File: config.mk
export PLATFORM = sky130hd
export DESIGN_NAME = ssrb_scale
export DESIGN_NICKNAME = d
export VERILOG_FILES = /design/src/rtl/core/ssrb_pkg.sv /design/src/rtl/core/ssrb_scale.sv
export SDC_FILE = /design/constraint.sdc
export NUM_CORES = 1
export LEC_CHECK = 0
export BUFFER_PORTS_ARGS = -buffer_cell sky130_fd_sc_hd__buf_2
export CAP_MARGIN = 10
export CORE_AREA = 2 2 118 143
export CTS_BUF_LIST = sky130_fd_sc_hd__clkbuf_8 sky130_fd_sc_hd__clkbuf_16
export CTS_CLUSTER_DIAMETER = 100
export CTS_CLUSTER_SIZE = 10
export DETAILED_ROUTE_END_ITERATION = 7
export DIE_AREA = 0 0 120 145
export PLACE_DENSITY = 0.72
export SLEW_MARGIN = 20
export SYNTH_ARGS = -nofsm -noshare
export SYNTH_HDL_FRONTEND = slang
export SYNTH_SLANG_ARGS = --single-unit
File: constraint.sdc
create_clock -name i_clk -period 9.2 [get_ports i_clk]
set_input_delay 0.46 -clock i_clk [delete_from_list [all_inputs] [get_ports i_clk]]
set_output_delay 0.46 -clock i_clk [all_outputs]
set_load 0.05 [all_outputs]
File: src/rtl/core/ssrb_pkg.sv
// Shared types and constants for the scaled sample ring buffer.
`default_nettype none

package ssrb_pkg;

    localparam int SAMPLE_W    = 16;
    localparam int GAIN_W      = 8;
    localparam int LEVEL_W     = 10;
    localparam int PROD_W      = 24;
    localparam int DIV_CONST   = 255;
    localparam logic [GAIN_W-1:0] GAIN_RESET = 8'd240;

    // Request kinds
    typedef enum logic {
        KIND_WRITE = 1'b0,
        KIND_READ  = 1'b1
    } t_kind;

    // Control sequencer states
    typedef enum logic [2:0] {
        ST_IDLE,
        ST_MUL,
        ST_DIV,
        ST_FIN,
        ST_READ
    } t_state;

    typedef struct packed {
        logic                       kind;
        logic signed [SAMPLE_W-1:0] sample;
    } t_req;

    typedef struct packed {
        logic signed [SAMPLE_W-1:0] read_data;
        logic                       read_valid;
        logic                       dropped;
        logic [LEVEL_W-1:0]         level;
    } t_rsp;

    // Step enables from the sequencer to the scaler
    typedef struct packed {
        logic mul_en;
        logic div_en;
    } t_scale_ctl;

endpackage

`default_nettype wire

File: src/rtl/core/ssrb_scale.sv
// Gain scaler: signed sample * gain / 255, truncated toward zero, in three steps.
`default_nettype none

module ssrb_scale (
    input  wire logic                                i_clk,
    input  wire ssrb_pkg::t_scale_ctl                i_ctl,
    input  wire logic signed [ssrb_pkg::SAMPLE_W-1:0] i_sample,
    input  wire logic [ssrb_pkg::GAIN_W-1:0]         i_gain,
    output logic signed [ssrb_pkg::SAMPLE_W-1:0]     o_scaled
);
    import ssrb_pkg::*;

    logic signed [PROD_W:0]     mul_full;
    logic signed [PROD_W-1:0]   r_prod;
    logic [PROD_W-1:0]          mag;
    logic [PROD_W-1:0]          est_sum;
    logic [SAMPLE_W-1:0]        q_est;
    logic [PROD_W-1:0]          rem_full;
    logic [SAMPLE_W-1:0]        r_qe;
    logic [9:0]                 r_rem;
    logic                       r_neg;
    logic [SAMPLE_W-1:0]        q_fix;

    // step 1: product, |p| < 2^23
    assign mul_full = i_sample * $signed({1'b0, i_gain});

    always_ff @(posedge i_clk) begin
        if (i_ctl.mul_en) begin
            r_prod <= mul_full[PROD_W-1:0];
        end
    end

    // step 2: quotient estimate m/256 + m/2^16 + m/2^24, low by at most one
    always_comb begin
        mag      = r_prod[PROD_W-1] ? -r_prod : r_prod;
        est_sum  = mag + (mag >> 8) + (mag >> 16);
        q_est    = est_sum[PROD_W-1:8];
        rem_full = mag - (PROD_W'(q_est) << 8) + PROD_W'(q_est);
    end

    always_ff @(posedge i_clk) begin
        if (i_ctl.div_en) begin
            r_qe  <= q_est;
            r_rem <= rem_full[9:0];
            r_neg <= r_prod[PROD_W-1];
        end
    end

    // step 3: one-step correction and sign restore
    always_comb begin
        q_fix    = r_qe + SAMPLE_W'(r_rem >= 10'(DIV_CONST));
        o_scaled = r_neg ? -$signed(q_fix) : $signed(q_fix);
    end

endmodule

`default_nettype wire

==> results of run 1 <==
layout by cell type (no fill, tap or decap), types with 26 or more instances in the layout:
cell type                  Yosys  routed
sky130_fd_sc_hd__inv_1       182     182
sky130_fd_sc_hd__edfxtp_1     51      51
sky130_fd_sc_hd__ha_1         92      92
sky130_fd_sc_hd__and2_1       86      86
sky130_fd_sc_hd__xnor2_1      62      62
sky130_fd_sc_hd__xor2_1       39      39
sky130_fd_sc_hd__nand2_1      77      77
sky130_fd_sc_hd__nor2_1       26      26
sky130_fd_sc_hd__buf_2         2      42
sky130_fd_sc_hd__fa_1        106     106
through the flow:
step | hold WS [ns] | std cells | util [%]
detailed placement | 0.824 | 1161 | 56.6
global route | 0.597 | 1169 | 57.7
floorplan | 0.565 | 923 | -
finish | 0.568 | 1169 | 57.7
global placement | 0.829 | 1161 | 56.6
CTS | 0.570 | 1169 | 57.7
flip-flops by register name, indices dropped and copies added, names as in the netlist:
register,flops
r_qe,16
r_prod,24
r_rem,10
r_neg,1
final timing paths:
kind / slack (ns) / cells after the start / end
setup / recovery: 2.64 / 23 / r_rem[9]$_DFFE_PP_
setup reg to reg: 2.64 / 23 / r_rem[9]$_DFFE_PP_
hold / removal: 0.57 / 2 / r_prod[0]$_DFFE_PP_
hold reg to reg: 0.83 / 1 / r_rem[0]$_DFFE_PP_
cell families after synthesis:
family                     count (synthesis)  synth area share [%]
AOI/OAI and AO/OA                        108                  8.62
xor gates and xnor gates                 104                  11.0
adders and majority gates                198                  37.8
buffers and inverters                    199                  8.66
DFF                                       51                  17.7
muxes                                      2                 0.231
and+or+nand+nor                          261                  16.0
final cells by class:
| cell class | count | share of cell area [%] |
|---|---|---|
| tap | 212 | 2.87 |
| multi-input combinational | 673 | 69.0 |
| inverter | 183 | 7.43 |
| timing repair buffer | 42 | 2.28 |
| clock buffer | 5 | 1.35 |
| clock inverter | 3 | 0.515 |
| sequential | 51 | 16.6 |
worst max-delay path: stages, from the launching register on:
cell	delay, ns
sky130_fd_sc_hd__edfxtp_1	0.42
sky130_fd_sc_hd__or4_4	0.57
sky130_fd_sc_hd__or3_1	0.35
sky130_fd_sc_hd__or3_4	0.40
sky130_fd_sc_hd__or4b_1	0.52
sky130_fd_sc_hd__fa_1	0.50
sky130_fd_sc_hd__inv_1	0.04
sky130_fd_sc_hd__ha_1	0.30
sky130_fd_sc_hd__a21oi_1	0.23
sky130_fd_sc_hd__o21bai_1	0.10
sky130_fd_sc_hd__a31oi_1	0.27
sky130_fd_sc_hd__o21ai_2	0.15
sky130_fd_sc_hd__a21oi_1	0.27
sky130_fd_sc_hd__o21ai_0	0.20
sky130_fd_sc_hd__xnor2_1	0.17
sky130_fd_sc_hd__ha_1	0.28
sky130_fd_sc_hd__inv_1	0.05
sky130_fd_sc_hd__ha_1	0.33
sky130_fd_sc_hd__inv_1	0.09
sky130_fd_sc_hd__a21oi_1	0.05
sky130_fd_sc_hd__a41o_1	0.23
sky130_fd_sc_hd__o41a_1	0.33
sky130_fd_sc_hd__xnor2_1	0.21
sky130_fd_sc_hd__xnor3_1	0.23
layer usage:
| metal | GRT usage [%] | wire length [µm] |
|---|---|---|
| met3 | 1.38 | 430 |
| met2 | 38.3 | 8850 |
| met1 | 23.9 | 6660 |
| met4 | 8.53 | 639 |
| met5 | 0 | 0 |
==> impl.org, run 1 <==
** CTS
- The clock passes through at most 2 buffers.
- The clock net in this run drives a total of 51 sinks.
- In this run the post-CTS setup repair buffer count came out at 0.
- Clock-pin transition on the worst setup and hold timing paths :: 0.07 ns
- Worst-skew pair later-pin latency :: about 0.29 ns
- CTS tree :: done
- Buffers inserted during clock tree synthesis total 5.
- CTS H-Tree Depth :: 2
- Clock root buffer master :: sky130_fd_sc_hd__clkbuf_16
- Number of buffers added to fix hold violations after cts :: 0
- Gates resized, CTS repair :: 0

** Critical path
- Arrival time of data at the critical path endpoint :: 6.60 ns
- The most critical setup path has its startpoint at r_prod[14]$_DFFE_PP_.
- Critical path class :: reg -> reg
- For the worst setup path, the data required time is 9.24 ns.
- Setup crit end kind :: register
- In this run the critical register-to-register path is launched from r_prod[14]$_DFFE_PP_.
- Startpoint kind of the worst setup timing path :: register
- Along the worst path, the maximum fanout reaches 4.

** Floorplanning
- Measured along the x axis, the die boundary spans 120 µm.
- Chip Height :: 145 µm
- The initialized floorplan defines 51 standard-cell rows.
- Initial cell density of the core :: between 50% and 60%
- Floorplan die area :: between 15000 and 20000 µm²
- In this run the count of I/O pins placed on the die edge is 43.
- Total core area :: 16000 µm²

** Synthesis
- Of the synthesized area, sequential elements account for about 18%.
- Yosys cell types :: between 50 and 60
- Most numerous cell in the Yosys netlist :: sky130_fd_sc_hd__inv_1
- Yosys warns :: 0
- Synth cell count leaders :: sky130_fd_sc_hd__inv_1, sky130_fd_sc_hd__fa_1, sky130_fd_sc_hd__ha_1
- Among all flip-flop cells after synthesis, the most frequent one is sky130_fd_sc_hd__edfxtp_1.
- Area share of the largest cell type after synthesis :: 24.5%
- Synthesis produced 923 cells.
- Sorting the synthesized cells by area gives the leading types as sky130_fd_sc_hd__fa_1, sky130_fd_sc_hd__edfxtp_1, sky130_fd_sc_hd__ha_1.
- Cell taking the most area after synthesis :: sky130_fd_sc_hd__fa_1
- The synthesized design contains 51 enable-type register cells.
- After synthesis the cells add up to between 8000 and 9000 µm².
- Net count after synthesis :: 1148
- After synthesis, the share of flip-flops with an asynchronous set or reset is 0%.
- The synthesized design contains 51 register bits.
- Average size of a mapped cell :: 9.38 µm²

** Timing
- Max transition margin :: a little under half
- Number of setup violations in the final report :: 0
- The total count of hold-check failures in the final report was 0.
- Subtracting the final worst setup slack from the clock period gives 6.56 ns.
- After layout, the worst setup slack is 2.64 ns.
- Worst-Margin Slew :: about 0.8 ns
- Clock Skews :: roughly 0.0042 ns
- Unrepaired setup endpoints after global routing :: false
- Maximum frequency from static timing analysis :: 153 MHz
- The worst path uses ~71% of the clock period.
- Post-Route Setup TNS :: 0 ns
- Fin. max-slew vios :: 0

** Final layout
- Register cell area after layout :: 1530 µm²
- Number of antenna repair diodes :: 0
- Layout cell share with drive strength beyond 1 :: ~6.6%
- Layout overhead on the synthesized area :: 6.77%
- Footprint of the multi-input gates :: 6370 µm²
- The finished cells cover 9240 µm².
- After the last flow step, the layout net total stands at 1181.
- Number of filler instances in the final layout :: 1432

** Route
- After the first detailed-routing iteration, the DRC count stood at ~200.
- Total via count in the routed design :: 6167
- Number of iterations in the first detailed-routing pass :: 5
- Vias per std cell :: 5.28
- DRC Markers :: 0
- For this block, the routed nets add up to 16600 µm of wire.
- Detail-routed net length per standard cell :: 14.2 µm
- The detail route stage leaves a number of antenna-violating nets equal to 0.

** Place
- Hpwl dp :: 14400 µm
- Port buffering added 42 buffers.
- The congestion estimate from routability-driven global placement came to 0.950.
- Worst setup slack before clock tree synthesis :: 2.71 ns
- The placed instances occupy a cell area of 9070 µm².

** Worst hold path
- The min-delay analysis places its worst path in the category in -> reg.
- In this run the most critical hold path is launched from i_sample[0].

** Global route
- The number of antenna violations at the first check in global routing was 0.
- The first global-routing pass estimated roughly 29000 µm of wire.
- Pin count of the biggest net entering global routing :: 28
- The via count of the first global-routing pass came to roughly 6500.
- After global routing the overflow that remains totals 0.
- Global routing usage summed across all routing layers :: a little over 20%

** Run status
- Status :: finished, final reports clean

** Run
- Max-cap violations in this run came to 0.
Power of run 1 is left out: the tool's default activity adds up to more than one toggle a clock period on the data nets, which glitch-free logic cannot reach.
==> run 2: changes to the inputs <==
- clock period: 9.2 -> 6.3 ns (I/O delays scaled with it)
==> run 2 against run 1 <==
  * Flip-flop and latch count stayed put
  * Setup slack got worse by 2.6 ns
  * Critical path type unchanged
  * Count of clock-buffer cells in the layout unchanged
  * Critical endpoint unchanged
  * Via count rose by 2.4%
  * Cell count up 2.2%
  * Routed wire length grew 4.4%
  * Sequential share of layout area down 0.68 points
==> impl.org, run 2 (same netlist as run 1, synthesis figures left out) <==
** Run status
- Status :: finished, final reports clean

** Place
- Hpwl dp :: 14300 µm (-0.49%)
- Number of buffers added on ports :: 42 (unchanged)
- Area of placed instances :: 9170 µm² (+1.2%)
- Placer's final routability congestion estimate :: 0.887 (-6.6%)

** Route
- DRT Wirelength :: 17300 µm (+4.4%)
- Detail-routed net length per standard cell :: 14.5 µm (+2.1%)
- Number of iterations in the first detailed-routing pass :: 5 (unchanged)
- The count of routing violations after the opening detailed-route iteration was 191 (-5.9%).
- DRC Markers :: 0 (unchanged)
- The number of nets with antenna violations after detailed routing is 0 (unchanged).
- The total number of vias was 6315 (+2.4%).
- The average vias per placed instance is 5.28 (+0.17%).

** Global route
- The number of antenna violations at the first check in global routing came to 0 (unchanged).
- The total congestion overflow came to 0 (unchanged).
- The overall global routing resource usage is 20.5% (+0.042 points).
- The global-route wire length before repair was 29500 µm (+0.63%).
- Vias in the first global route :: 6575 (+0.78%)
- Pin count of the biggest net entering global routing :: 28 (unchanged)

** Final layout
- The library cell used most frequently in the layout, excluding fill and tap cells, is sky130_fd_sc_hd__inv_1.
- Post-route cell area :: 9630 µm² (+4.3%)
- Largest registers :: r_prod: 24 flops, r_qe: 16 flops, r_rem: 10 flops
- The filler cell count in the final layout is 1359 (-5.1%).
- The antenna diode count is 0 (unchanged).
- r_prod holds more flip-flops than any other register.
- The flip-flop count of the largest register after layout is 24 (unchanged).
- The library cells used most frequently in the layout, excluding fill and tap cells, are sky130_fd_sc_hd__inv_1, sky130_fd_sc_hd__fa_1, sky130_fd_sc_hd__ha_1, sky130_fd_sc_hd__and2_1, sky130_fd_sc_hd__nand2_1.
- The share of cells above drive strength 1 came to 11.9% (+5.3 points).
- Layout overhead on the synthesized area :: 11.3%
- The number of nets in the finished design was 1208 (+2.3%).

** CTS
- The tree is rooted in a sky130_fd_sc_hd__clkbuf_16.
- Clock-pin transition on the worst setup and hold timing paths :: 0.06 ns (about the same)
- CTS H-Tree Depth :: 2 (unchanged)
- The maximum root-to-sink buffer count is 2 (unchanged).
- The CTS sink count was 51 (unchanged).
- CTS tree :: done
- Cts bufs inserted :: 5 (unchanged)
- The clock insertion delay at the later pin of the skew report came to 0.29 ns (about the same).

** Critical path
- The critical path in this run is classified as reg -> reg.
- Traced cell by cell, the critical path runs through or4_4 -> or3_4 -> or3_4 -> or4b_4 -> fa_1 -> inv_1 -> ha_4 -> o2111ai_2 -> nor2_1 -> o21ai_2 -> buf_4 -> o21ai_4 -> a21oi_4 -> o21bai_2 -> xnor2_1 -> ha_1 -> inv_2 -> ha_4 -> nand2_1 -> a21oi_1 -> a41o_1 -> o41a_1 -> xnor2_2 -> xnor3_1.
- Cell at the slowest stage of the critical path :: sky130_fd_sc_hd__or4_4
- The worst register-to-register path ends at r_rem[9]$_DFFE_PP_.
- The cell count of the worst reg-to-reg path was 24 (+4.3%).
- The endpoint required time on the critical path came to 6.33 ns (-2.91 ns).
- The highest cell delay on the worst timing path is 0.56 ns (about the same).
- The highest fanout seen on the critical path was 4 (unchanged).
- The worst-case register-to-register setup slack is 0.07 ns (-2.57 ns).
- The worst setup path is launched from a register.
- Startpoint of the worst register-to-register path :: r_prod[12]$_DFFE_PP_
- Arrival time of data at the critical path endpoint :: 6.26 ns (-0.34 ns)
- The worst setup path is captured at a register.

** Timing
- The count of endpoints failing setup in the final report came to 0 (unchanged).
- The count of pins over their slew limit is 0 (unchanged).
- The fmax came to 161 MHz (+5.3%).
- Final min period :: 6.23 ns (-0.330 ns)
- Final number of hold-violating endpoints :: 0 (unchanged)
- The ratio of final minimum period to clock period was 98.8% (+28 points).
- Worst-Margin Slew :: 0.603 ns (-0.202 ns)
- Unrepaired setup endpoints after global routing :: true
- The worst-case headroom to the max-slew limit is 59.5% (+13 points).
- The clock skew after layout is 0.00616 ns (+0.00193 ns).

** Worst hold path
- Start point of the worst hold path :: i_sample[0]
- The tightest min-delay check is of the in -> reg type.
- Worst hold stages :: 2 (unchanged)
- The path with the worst hold slack has its endpoint at r_prod[0]$_DFFE_PP_.

** Floorplanning
- The horizontal die dimension is 120 µm (unchanged).
- The effective utilization at floorplan was 54.0% (unchanged).
- Number of I/O pins :: 43 (unchanged)
- The floorplan row count was 51 (unchanged).
- Total core area :: 16000 µm² (unchanged)
- The vertical die dimension was 145 µm (unchanged).
- Floorplan die area :: 17400 µm² (unchanged)

** Run
- Max-cap violation count :: 0 (unchanged)
[run 2: cell type report]
class	count	area, µm²	area share, %
tap	212	265	2.75
multi-input combinational	673	6580	68.3
inverter	183	687	7.13
sequential	51	1530	15.9
clock buffer	5	125	1.30
timing repair buffer	69	413	4.29
clock inverter	2	33.8	0.351
[run 2: metal layers]
| metal | vias to the layer above | GRT usage (%) | part of all wire, % |
|---|---|---|---|
| li1 | 3096 | - | - |
| met1 | 3025 | 23.9 | 40 |
| met2 | 145 | 38.2 | 53 |
| met3 | 49 | 2.00 | 2.9 |
| met4 | 0 | 8.00 | 4.0 |
| met5 | - | 0 | 0 |
[run 2: stage by stage]
step / hold WS, ns / worst slack, ns / setup TNS [ns] / std cells / util (%)
floorplan: 0.427 / 0.254 / 0 / 923 / -
global placement: 0.724 / 0.0948 / 0 / 1175 / 57.3
detailed placement: 0.756 / 0.00761 / 0 / 1175 / 57.3
CTS: 0.456 / 0.00859 / 0 / 1182 / 58.3
global route: 0.472 / -0.136 / -0.136 / 1195 / 60.1
finish: 0.465 / 0.0746 / 0 / 1195 / 60.1
[run 2: timing repair]
| action | CTS | global route |
|---|---|---|
| setup buffers | 0 | 13 |
| resized for setup | 2 | 36 |
| pin swaps | 1 | 22 |
| hold buffers | 0 | 0 |
| cloned | 0 | 0 |
| endpoints found under the setup margin | 1 | 4 |
[run 2: worst max path at each step]
stage,cells past startpoint,from,to,slack [ns]
6_report,24,r_prod[12]$_DFFE_PP_,r_rem[9]$_DFFE_PP_,0.07
5_1_grt,24,r_prod[15]$_DFFE_PP_,r_rem[9]$_DFFE_PP_,-0.14
4_1_cts,25,r_prod[14]$_DFFE_PP_,r_rem[9]$_DFFE_PP_,0.009
3_5_place_dp,23,r_prod[14]$_DFFE_PP_,r_rem[9]$_DFFE_PP_,0.008
3_3_place_gp,23,r_prod[14]$_DFFE_PP_,r_rem[9]$_DFFE_PP_,0.09
2_1_floorplan,23,r_prod[14]$_DFFE_PP_,r_rem[9]$_DFFE_PP_,0.25
[run 2: worst max-delay path, delay by kind of cell (launching register included)]
| kind | cells | cell delay (ns) |
|---|---|---|
| simple gates | 6 | 2.04 |
| compound gates | 8 | 1.48 |
| fa+ha+maj | 4 | 1.26 |
| xor+xnor | 3 | 0.52 |
| flops | 1 | 0.39 |
| buf+inv | 3 | 0.29 |
Power of run 2 is left out for the same reason.
